## config.mk

```make
export PLATFORM = sky130hd
export DESIGN_NAME = ps2mct_packet
export DESIGN_NICKNAME = d
export VERILOG_FILES = /design/src/sv/ps2mct_pkg.sv /design/src/sv/ps2mct_packet.sv
export SDC_FILE = /design/constraint.sdc
export NUM_CORES = 1
export LEC_CHECK = 0
export BUFFER_PORTS_ARGS = -buffer_cell sky130_fd_sc_hd__buf_2
export CAP_MARGIN = 20
export CELL_PAD_IN_SITES_DETAIL_PLACEMENT = 0
export CELL_PAD_IN_SITES_GLOBAL_PLACEMENT = 1
export CORE_MARGIN = 1
export CORE_UTILIZATION = 41
export CTS_BUF_LIST = sky130_fd_sc_hd__clkbuf_8
export DETAILED_ROUTE_END_ITERATION = 8
export GPL_TIMING_DRIVEN = 1
export MAX_ROUTING_LAYER = met4
export PLACE_DENSITY = 0.84
export SLEW_MARGIN = 20
export SYNTH_ARGS = -nofsm -noshare
export SYNTH_HDL_FRONTEND = slang
export SYNTH_SLANG_ARGS = --single-unit
```

## constraint.sdc

```tcl
create_clock -name clk -period 6.25 [get_ports clk]
set_input_delay 1.25 -clock clk [delete_from_list [all_inputs] [get_ports clk]]
set_output_delay 1.25 -clock clk [all_outputs]
set_load 0.01 [all_outputs]
```

## src/sv/ps2mct_pkg.sv

```systemverilog
// ----------------------------------------------------------------------------
// ps2mct_pkg
// Shared widths, codes and types of the PS/2 mouse cursor tracker.
// ----------------------------------------------------------------------------
package ps2mct_pkg;

    // Field widths
    localparam int STATUS_BITS = 8;
    localparam int BYTE_BITS   = 8;
    localparam int COORD_BITS  = 12;
    localparam int PLEN_BITS   = 3;
    localparam int CFG_W       = 12;
    localparam int CFG_IDX_W   = 2;
    localparam int ENTRY_W     = STATUS_BITS + 2 * COORD_BITS;

    typedef logic [COORD_BITS-1:0]  coord_t;
    typedef logic [STATUS_BITS-1:0] status_t;

    // Configuration register indexes
    localparam logic [CFG_IDX_W-1:0] CFG_SCREEN_WIDTH  = 2'd0;
    localparam logic [CFG_IDX_W-1:0] CFG_SCREEN_HEIGHT = 2'd1;
    localparam logic [CFG_IDX_W-1:0] CFG_PACKET_LENGTH = 2'd2;

    // Configuration reset values
    localparam coord_t                 WIDTH_RESET  = 12'd1024;
    localparam coord_t                 HEIGHT_RESET = 12'd768;
    localparam logic [PLEN_BITS-1:0]   PLEN_RESET   = 3'd3;
    localparam logic [PLEN_BITS-1:0]   PLEN_WHEEL   = 3'd4;

    // Cursor start position: screen center
    localparam coord_t POS_X_RESET = 12'd512;
    localparam coord_t POS_Y_RESET = 12'd384;

    // Item action codes
    localparam logic ACTION_BYTE = 1'b0;
    localparam logic ACTION_READ = 1'b1;

    // Sign bits inside the status byte
    localparam int STATUS_X_SIGN = 4;
    localparam int STATUS_Y_SIGN = 5;

    // Packet completion toward the event queue
    typedef struct packed {
        logic    valid;
        status_t status;
    } push_t;

endpackage

```

## src/sv/ps2mct_packet.sv

```systemverilog
// ----------------------------------------------------------------------------
// ps2mct_packet
// Packet assembler and cursor integrator: gathers 3 or 4 mouse bytes,
// applies the sign-extended deltas to the clamped cursor position.
// ----------------------------------------------------------------------------
module ps2mct_packet
    import ps2mct_pkg::*;
(
    input  logic                 clk,
    input  logic                 rst_n,
    input  logic                 byte_valid,
    input  logic [BYTE_BITS-1:0] data_byte,
    input  logic                 burst_end,
    input  coord_t               screen_width,
    input  coord_t               screen_height,
    input  logic                 wheel_mode,
    output push_t                push,
    output coord_t               pos_x,
    output coord_t               pos_y
);

    localparam int SUM_W = COORD_BITS + 2;

    logic [PLEN_BITS-1:0] byte_count_reg, byte_count_next;
    status_t              packet_status_reg, packet_status_next;
    logic [BYTE_BITS-1:0] packet_dx_reg, packet_dx_next;
    logic [BYTE_BITS-1:0] packet_dy_reg, packet_dy_next;
    coord_t               position_x_reg, position_x_next;
    coord_t               position_y_reg, position_y_next;

    logic [PLEN_BITS-1:0] count_inc;
    logic [PLEN_BITS-1:0] need;
    logic                 done;
    logic [BYTE_BITS-1:0] dy_byte;
    logic                 moving;
    logic signed [9:0]    delta_x;
    logic signed [9:0]    delta_y;
    coord_t               step_x;
    coord_t               step_y;

    // Add a signed delta and clamp to 0..limit
    function automatic coord_t clamp_axis(coord_t pos, logic signed [9:0] delta,
                                          coord_t limit);
        logic signed [SUM_W-1:0] sum;
        sum = $signed({2'b00, pos}) + SUM_W'(delta);
        if (sum < 0)
            return '0;
        else if (sum > $signed({2'b00, limit}))
            return limit;
        else
            return sum[COORD_BITS-1:0];
    endfunction

    // Packet framing
    assign count_inc = byte_count_reg + 3'd1;
    assign need      = wheel_mode ? PLEN_WHEEL : 3'd3;
    assign done      = (count_inc >= need);

    // The Y byte is the current byte when a 3-byte packet ends on it
    assign dy_byte = (byte_count_reg == 3'd2) ? data_byte : packet_dy_reg;
    assign moving  = (packet_dx_reg != '0) || (dy_byte != '0);

    // Sign-extend with the status sign bits; negate Y for screen space
    assign delta_x = $signed({packet_status_reg[STATUS_X_SIGN],
                              packet_status_reg[STATUS_X_SIGN], packet_dx_reg});
    assign delta_y = -$signed({packet_status_reg[STATUS_Y_SIGN],
                               packet_status_reg[STATUS_Y_SIGN], dy_byte});

    assign step_x = clamp_axis(position_x_reg, delta_x, screen_width);
    assign step_y = clamp_axis(position_y_reg, delta_y, screen_height);

    // Position reported with the completed packet
    assign pos_x = moving ? step_x : position_x_reg;
    assign pos_y = moving ? step_y : position_y_reg;

    assign push.valid  = byte_valid && done;
    assign push.status = packet_status_reg;

    // Capture bytes and advance the byte counter
    always_comb
    begin
        byte_count_next    = byte_count_reg;
        packet_status_next = packet_status_reg;
        packet_dx_next     = packet_dx_reg;
        packet_dy_next     = packet_dy_reg;
        position_x_next    = position_x_reg;
        position_y_next    = position_y_reg;
        if (byte_valid)
        begin
            case (byte_count_reg)
                3'd0:    packet_status_next = data_byte;
                3'd1:    packet_dx_next     = data_byte;
                3'd2:    packet_dy_next     = data_byte;
                default: ;
            endcase
            if (done)
            begin
                byte_count_next = '0;
                position_x_next = pos_x;
                position_y_next = pos_y;
            end
            else if (burst_end)
            begin
                // drop the partial packet
                byte_count_next = '0;
            end
            else
            begin
                byte_count_next = count_inc;
            end
        end
    end

    always_ff @(posedge clk or negedge rst_n)
    begin
        if (!rst_n)
        begin
            byte_count_reg    <= '0;
            packet_status_reg <= '0;
            packet_dx_reg     <= '0;
            packet_dy_reg     <= '0;
            position_x_reg    <= POS_X_RESET;
            position_y_reg    <= POS_Y_RESET;
        end
        else
        begin
            byte_count_reg    <= byte_count_next;
            packet_status_reg <= packet_status_next;
            packet_dx_reg     <= packet_dx_next;
            packet_dy_reg     <= packet_dy_next;
            position_x_reg    <= position_x_next;
            position_y_reg    <= position_y_next;
        end
    end

endmodule

```

==> results.md, run 1 <==
* Layout fillers at 1023
* RePlAce Congestion at 0.906
* Top_reg_cell synth: dfrtp_1
* Dpl hpwl at 10800 um
* Vias in the first global route at 5135
* Die area at 12600 um2
* Failing checks: DRC, setup timing
* Pre-Repair DR Iteration Count at 6
* Hold Vio Cnt, Final at 0
* Syn nets at 663
* Sequential area share after synthesis at 25.7%
* Post-synth EDFFs at 0
* CP startpoint kind: input pin
* Horiz. Die Dim at 112 um
* Row count at 39
* Largest net degree at the start of global routing at 52
* CP endpoint kind: output pin
* Distinct cells, synth at 72
* RSZ-0062 raised after global routing: true
* Mapped Area at 4980 um2
* Final wirelength at 15300 um
* Final net count at 803
* FFs w/ async S/R, synth at 100%
* Core footprint at 11600 um2
* Final WS setup at -0.484 ns
* Via density at 5.84
* Clock Latency Late Sink at 0.32 ns
* Clock sink count at 51
* DRC at 5
* Clk pin slew, worst setup/hold paths at 0.11 ns
* Area of the multi-input gates at 3740 um2
* Tmin final at 6.73 ns
* Slew Viols, Final at 0
* Commonest non-fill, non-tap cells in the layout: buf_4 (82), inv_1 (68), buf_2 (67)
* #FFs+latches synth at 51
* CTS tree: built
* GRT overflow at 0
* I/O Pins at 70
* Die height at 112 um
* Routed vias at 5015
* Syn Area/Cell at 8.68 um2
* H-tree Lvls at 2
* Worst Hold Class: reg2reg
* Share of the synthesized area in the top cell type at 24.1%
* TritonCTS Buffers at 5
* Final setup TNS at -5.38 ns
* Max-slew headroom at 33.2%
* Routed Antenna Nets at 0
* Area contributors post-synth: dfrtp_1 (24%), ha_1 (13%), inv_1 (5.1%)
* Initial Util at 42.9%
* Worst slew pin tran at 0.992 ns
* First-pass GRT wire length at 24800 um
* Iteration-0 DRC Markers at 271
* Critical path arrival at 5.48 ns
* Worst Path Required at 5.00 ns
* Sequential Area at 1280 um2
* Clock Tree Buf Depth at 2
* Clk root buf: clkbuf_8
* All-Layer GR Usage at 25.0%
* Fmax achieved at 0.149 GHz
* Final setup fails at 12
* Crit Path Max Fanout at 3
* Port buffer count at 69
* Synthesis warning total at 0
* Commonest non-fill, non-tap cell in the layout: buf_4
* Status: complete, but fails checks
* Leading area contributor after synthesis: dfrtp_1
* Average routed wire per standard cell at 17.9 um
* Layout Area Growth over Synthesis at 32.7%
* Post-Syn Instances at 574
* Worst setup path category: in2out
* Share of layout cells above drive strength 1 at 35.8%
* Final clock skew at 0.0119 ns
* Max Cap Violations at 0
* Initial antenna violation count at 0
* Final worst path period share at 108%
* Diode count at 0
==> cell type report <==
type / instances / area share (%)
flip-flops and latches: 51 / 19.4
clock inverters: 3 / 0.303
well taps: 143 / 2.71
multi-input cells: 429 / 56.5
inverters: 69 / 3.92
clock buffers: 5 / 1.04
repair buffers: 158 / 16.1
==> path summary, 6_finish.rpt <==
| kind | cells after the start | slack [ns] | endpoint | start |
|---|---|---|---|---|
| worst max-delay path | 22 | -0.48 | pos_y[0] | data_byte[1] |
| worst min-delay path | 2 | 0.50 | position_y_reg[8] | position_y_reg[8] |
| worst max register to register | 29 | 0.99 | position_y_reg[9] | byte_count_reg[0] |
| worst min register to register | 2 | 0.50 | position_y_reg[8] | position_y_reg[8] |
| max in group asynchronous | 2 | 4.75 | position_x_reg[0] | rst_n |
| min in group asynchronous | 2 | 1.04 | byte_count_reg[0] | rst_n |
==> routing by layer <==
layer,wire length (um),GRT usage (%),up-vias
li1,-,-,2384
met1,6980,31.4,2451
met2,7390,42.6,146
met3,574,2.81,34
met4,393,6.93,0
met5,0,-,-
==> stage by stage <==
| step | cells | instance area [um2] | util, % | worst slack [ns] | hold WS (ns) |
|---|---|---|---|---|---|
| global route | 858 | 6610 | 56.9 | -0.716 | 0.533 |
| floorplan | 574 | 4980 | - | 0.00187 | 0.455 |
| finish | 858 | 6610 | 56.9 | -0.484 | 0.500 |
| CTS | 852 | 6320 | 54.4 | -0.408 | 0.498 |
| detailed placement | 814 | 5790 | 49.8 | -0.658 | 0.482 |
| global placement | 814 | 5790 | 49.8 | -0.553 | 0.466 |
==> cell families (layout without fill, tap and decap cells) <==
group / count (synthesis) / after routing / synth area share (%)
AO/OA/AOI/OAI: 170 / 170 / 24.2
adder cells (fa/ha/maj): 57 / 57 / 14.3
flip-flops: 51 / 51 / 25.7
XOR/XNOR: 26 / 26 / 4.72
AND/OR/NAND/NOR: 136 / 137 / 14.4
buffers and inverters: 95 / 235 / 8.01
multiplexers: 39 / 39 / 8.69
==> synthesized netlist by cell type, types with 4 or more instances <==
cell / n
mux2i_1: 16
nor3_1: 5
a311o_1: 5
mux2_2: 21
o31ai_1: 4
nor4_1: 7
a31oi_1: 4
a21oi_1: 27
dfrtp_1: 48
ha_1: 51
and2_1: 6
nand3_1: 9
o21ai_0: 14
o311ai_0: 12
xor2_1: 10
xnor2_1: 15
o311ai_1: 11
nand2b_1: 12
o22ai_1: 7
nor2_1: 15
buf_6: 4
a21o_1: 13
clkbuf_1: 17
nand4_1: 5
inv_1: 68
o21ai_1: 20
nand2_1: 52
o211ai_1: 22
nor2b_1: 6
==> critical path, cell delays in order <==
cell	delay, ns
buf_6	0.09
nand3b_1	0.09
a21boi_4	0.19
xor2_1	0.08
ha_2	0.17
a311o_1	0.29
maj3_2	0.38
a221oi_4	0.30
buf_6	0.15
o31ai_4	0.07
xor2_1	0.18
ha_1	0.35
nand4_1	0.19
nor2_2	0.21
a2111oi_4	0.11
a41oi_4	0.21
nand2b_1	0.18
a2111oi_4	0.06
a31oi_2	0.30
mux2i_1	0.31
o21ai_1	0.13
buf_2	0.18
==> what timing repair did <==
item	CTS	global route
pin swaps	21	5
gates resized for setup	44	43
hold buffers	0	0
buffers inserted	30	5
setup endpoints to repair	13	24
gates cloned	0	1
Power of run 1 is left out: the tool's default activity adds up to more than one toggle a clock period on the data nets, which glitch-free logic cannot reach.
==> run 2: changes to the inputs <==
--- a/constraint.sdc
+++ b/constraint.sdc
@@ -3,2 +3,2 @@
 set_output_delay 1.25 -clock clk [all_outputs]
-set_load 0.01 [all_outputs]
+set_load 0.02 [all_outputs]
==> run 2 against run 1 <==
Compared with the run above:
- highest routed layer unchanged
- count of clock-buffer cells in the layout did not move
- via count fell by 2.1%
- maximum frequency barely moved
- die area did not move
- wire length fell by 5.3%
- worst setup slack got worse by 0.0020 ns
- the run still ends with DRC, setup timing left
- largest cell class unchanged
- final cell count fell by 1.3%
- sequential cell count did not move
- sequential share of layout area fell by 0.17 points
- critical path depth rose by 2
- clock skew fell by 0.0059 ns
==> results.md, run 2 (same netlist as run 1, synthesis figures left out) <==
* Sequential Area at 1280 um2 (unchanged)
* Area of the multi-input gates at 3790 um2 (+1.3%)
* Routed Antenna Nets at 0 (unchanged)
* RSZ-0062 raised after global routing: true
* Layout fillers at 987 (-3.5%)
* Status: complete, but fails checks
* Average routed wire per standard cell at 17.2 um (-4.1%)
* Share of layout cells above drive strength 1 at 36.2% (+0.42 points)
* All-Layer GR Usage at 23.9% (-1.1 points)
* Row count at 39 (unchanged)
* Routed vias at 4911 (-2.1%)
* Fin cells at 847 (-1.3%)
* Horiz. Die Dim at 112 um (unchanged)
* Failing checks: DRC, setup timing
* Final worst path period share at 108% (about the same)
* Commonest non-fill, non-tap cell in the layout: buf_4
* CP startpoint kind: input pin
* Largest net degree at the start of global routing at 52 (unchanged)
* Final setup fails at 12 (unchanged)
* Pre-Repair DR Iteration Count at 6 (unchanged)
* Clock Latency Late Sink at 0.31 ns (about the same)
* TritonCTS Buffers at 5 (unchanged)
* Initial Util at 42.9% (unchanged)
* Die height at 112 um (unchanged)
* Final WS setup at -0.486 ns (-0.00195 ns)
* Vias in the first global route at 4885 (-4.9%)
* Clock Tree Buf Depth at 2 (unchanged)
* Worst slew pin tran at 0.837 ns (-0.155 ns)
* Final clock skew at 0.00602 ns (-0.00588 ns)
* CTS Hold Bufs at 0 (unchanged)
* Crit Path Max Fanout at 5 (+2)
* Clk pin slew, worst setup/hold paths at 0.10 ns (about the same)
* Slew Viols, Final at 0 (unchanged)
* H-tree Lvls at 2 (unchanged)
* Critical path arrival at 5.49 ns (about the same)
* Diode count at 0 (unchanged)
* Port buffer count at 69 (unchanged)
* Layout Area Growth over Synthesis at 33.9%
* DRC at 3 (-2)
* CP endpoint kind: output pin
* Max Cap Violations at 0 (unchanged)
* Via density at 5.80 (-0.80%)
* Hold Vio Cnt, Final at 0 (unchanged)
* RePlAce Congestion at 0.913 (+0.71%)
* Initial antenna violation count at 0 (unchanged)
* Fmax achieved at 0.148 GHz (about the same)
* Tmin final at 6.74 ns (+0.00195 ns)
* Iteration-0 DRC Markers at 237 (-13%)
* Dpl cells at 812 (-0.25%)
* Worst setup path category: in2out
* First-pass GRT wire length at 23700 um (-4.4%)
* Clk root buf: clkbuf_8
* I/O Pins at 70 (unchanged)
* GRT overflow at 0 (unchanged)
* Final wirelength at 14500 um (-5.3%)
* Clock sink count at 51 (unchanged)
* Final net count at 792 (-1.4%)
* Core footprint at 11600 um2 (unchanged)
* Die area at 12600 um2 (unchanged)
* Dpl hpwl at 10700 um (-1.0%)
* Max-slew headroom at 44.2% (+11 points)
* Worst Hold Class: reg2reg
* Commonest non-fill, non-tap cells in the layout: buf_4 (77), inv_1 (68), buf_2 (56)
* Worst Path Required at 5.00 ns (about the same)
* CTS tree: built
run 2: path summary, 6_finish.rpt:
path	start	endpoint	slack, ns	cells past startpoint
max in group asynchronous	rst_n	packet_dx_reg[4]	4.70	2
min in group asynchronous	rst_n	byte_count_reg[1]	1.04	2
max reg2reg	byte_count_reg[0]	position_y_reg[1]	0.94	25
min reg2reg	position_y_reg[8]	position_y_reg[8]	0.51	2
max	data_byte[0]	pos_y[8]	-0.49	24
min	position_y_reg[8]	position_y_reg[8]	0.51	2
run 2: timing repair:
action,in CTS,in global routing
setup buffers,17,9
endpoints found under the setup margin,12,24
pin swaps,17,11
gates cloned,1,0
gates resized for setup,70,31
run 2: critical path, cell delays in order:
cell and delay (ns):
buf_2 0.12, mux2i_2 0.08, inv_1 0.07, ha_1 0.15, inv_2 0.06, o221ai_4 0.24, a31oi_4 0.14, o311ai_2 0.29
nand3_1 0.13, maj3_2 0.38, a2111o_1 0.45, nand3_4 0.11, ha_4 0.14, nand4_1 0.14, nor2_2 0.22, a2111oi_4 0.11
a41oi_4 0.25, a21oi_2 0.07, a2111oi_4 0.23, a31o_4 0.19, buf_12 0.16, mux2i_4 0.26, o21ai_2 0.08, buf_6 0.16
run 2: final cells by class:
type,count,share of cell area (%)
clock inverter,3,0.638
inverter,69,3.88
tap,143,2.68
sequential,51,19.2
timing repair buffer,148,15.8
multi-input combinational,428,56.8
clock buffer,5,1.03
run 2: layer usage:
metal	part of all wire [%]	GRT usage, %	up-vias
met3	3.4	3.02	34
met2	49	40.0	114
met5	0	-	-
li1	-	-	2364
met4	2.2	7.82	0
met1	45	30.0	2399
run 2: through the flow:
step / setup slack, ns / setup TNS, ns / utilization [%] / hold slack [ns] / area [um2]
after detailed placement: -0.698 / -7.63 / 50.3 / 0.493 / 5840
final: -0.486 / -5.37 / 57.4 / 0.511 / 6670
after global routing: -0.683 / -7.69 / 57.4 / 0.528 / 6670
after global placement: -0.584 / -6.00 / 50.3 / 0.477 / 5840
after floorplan: -0.0220 / -0.168 / - / 0.455 / 5050
after CTS: -0.377 / -4.23 / 55.8 / 0.515 / 6480
Power of run 2 is left out for the same reason.
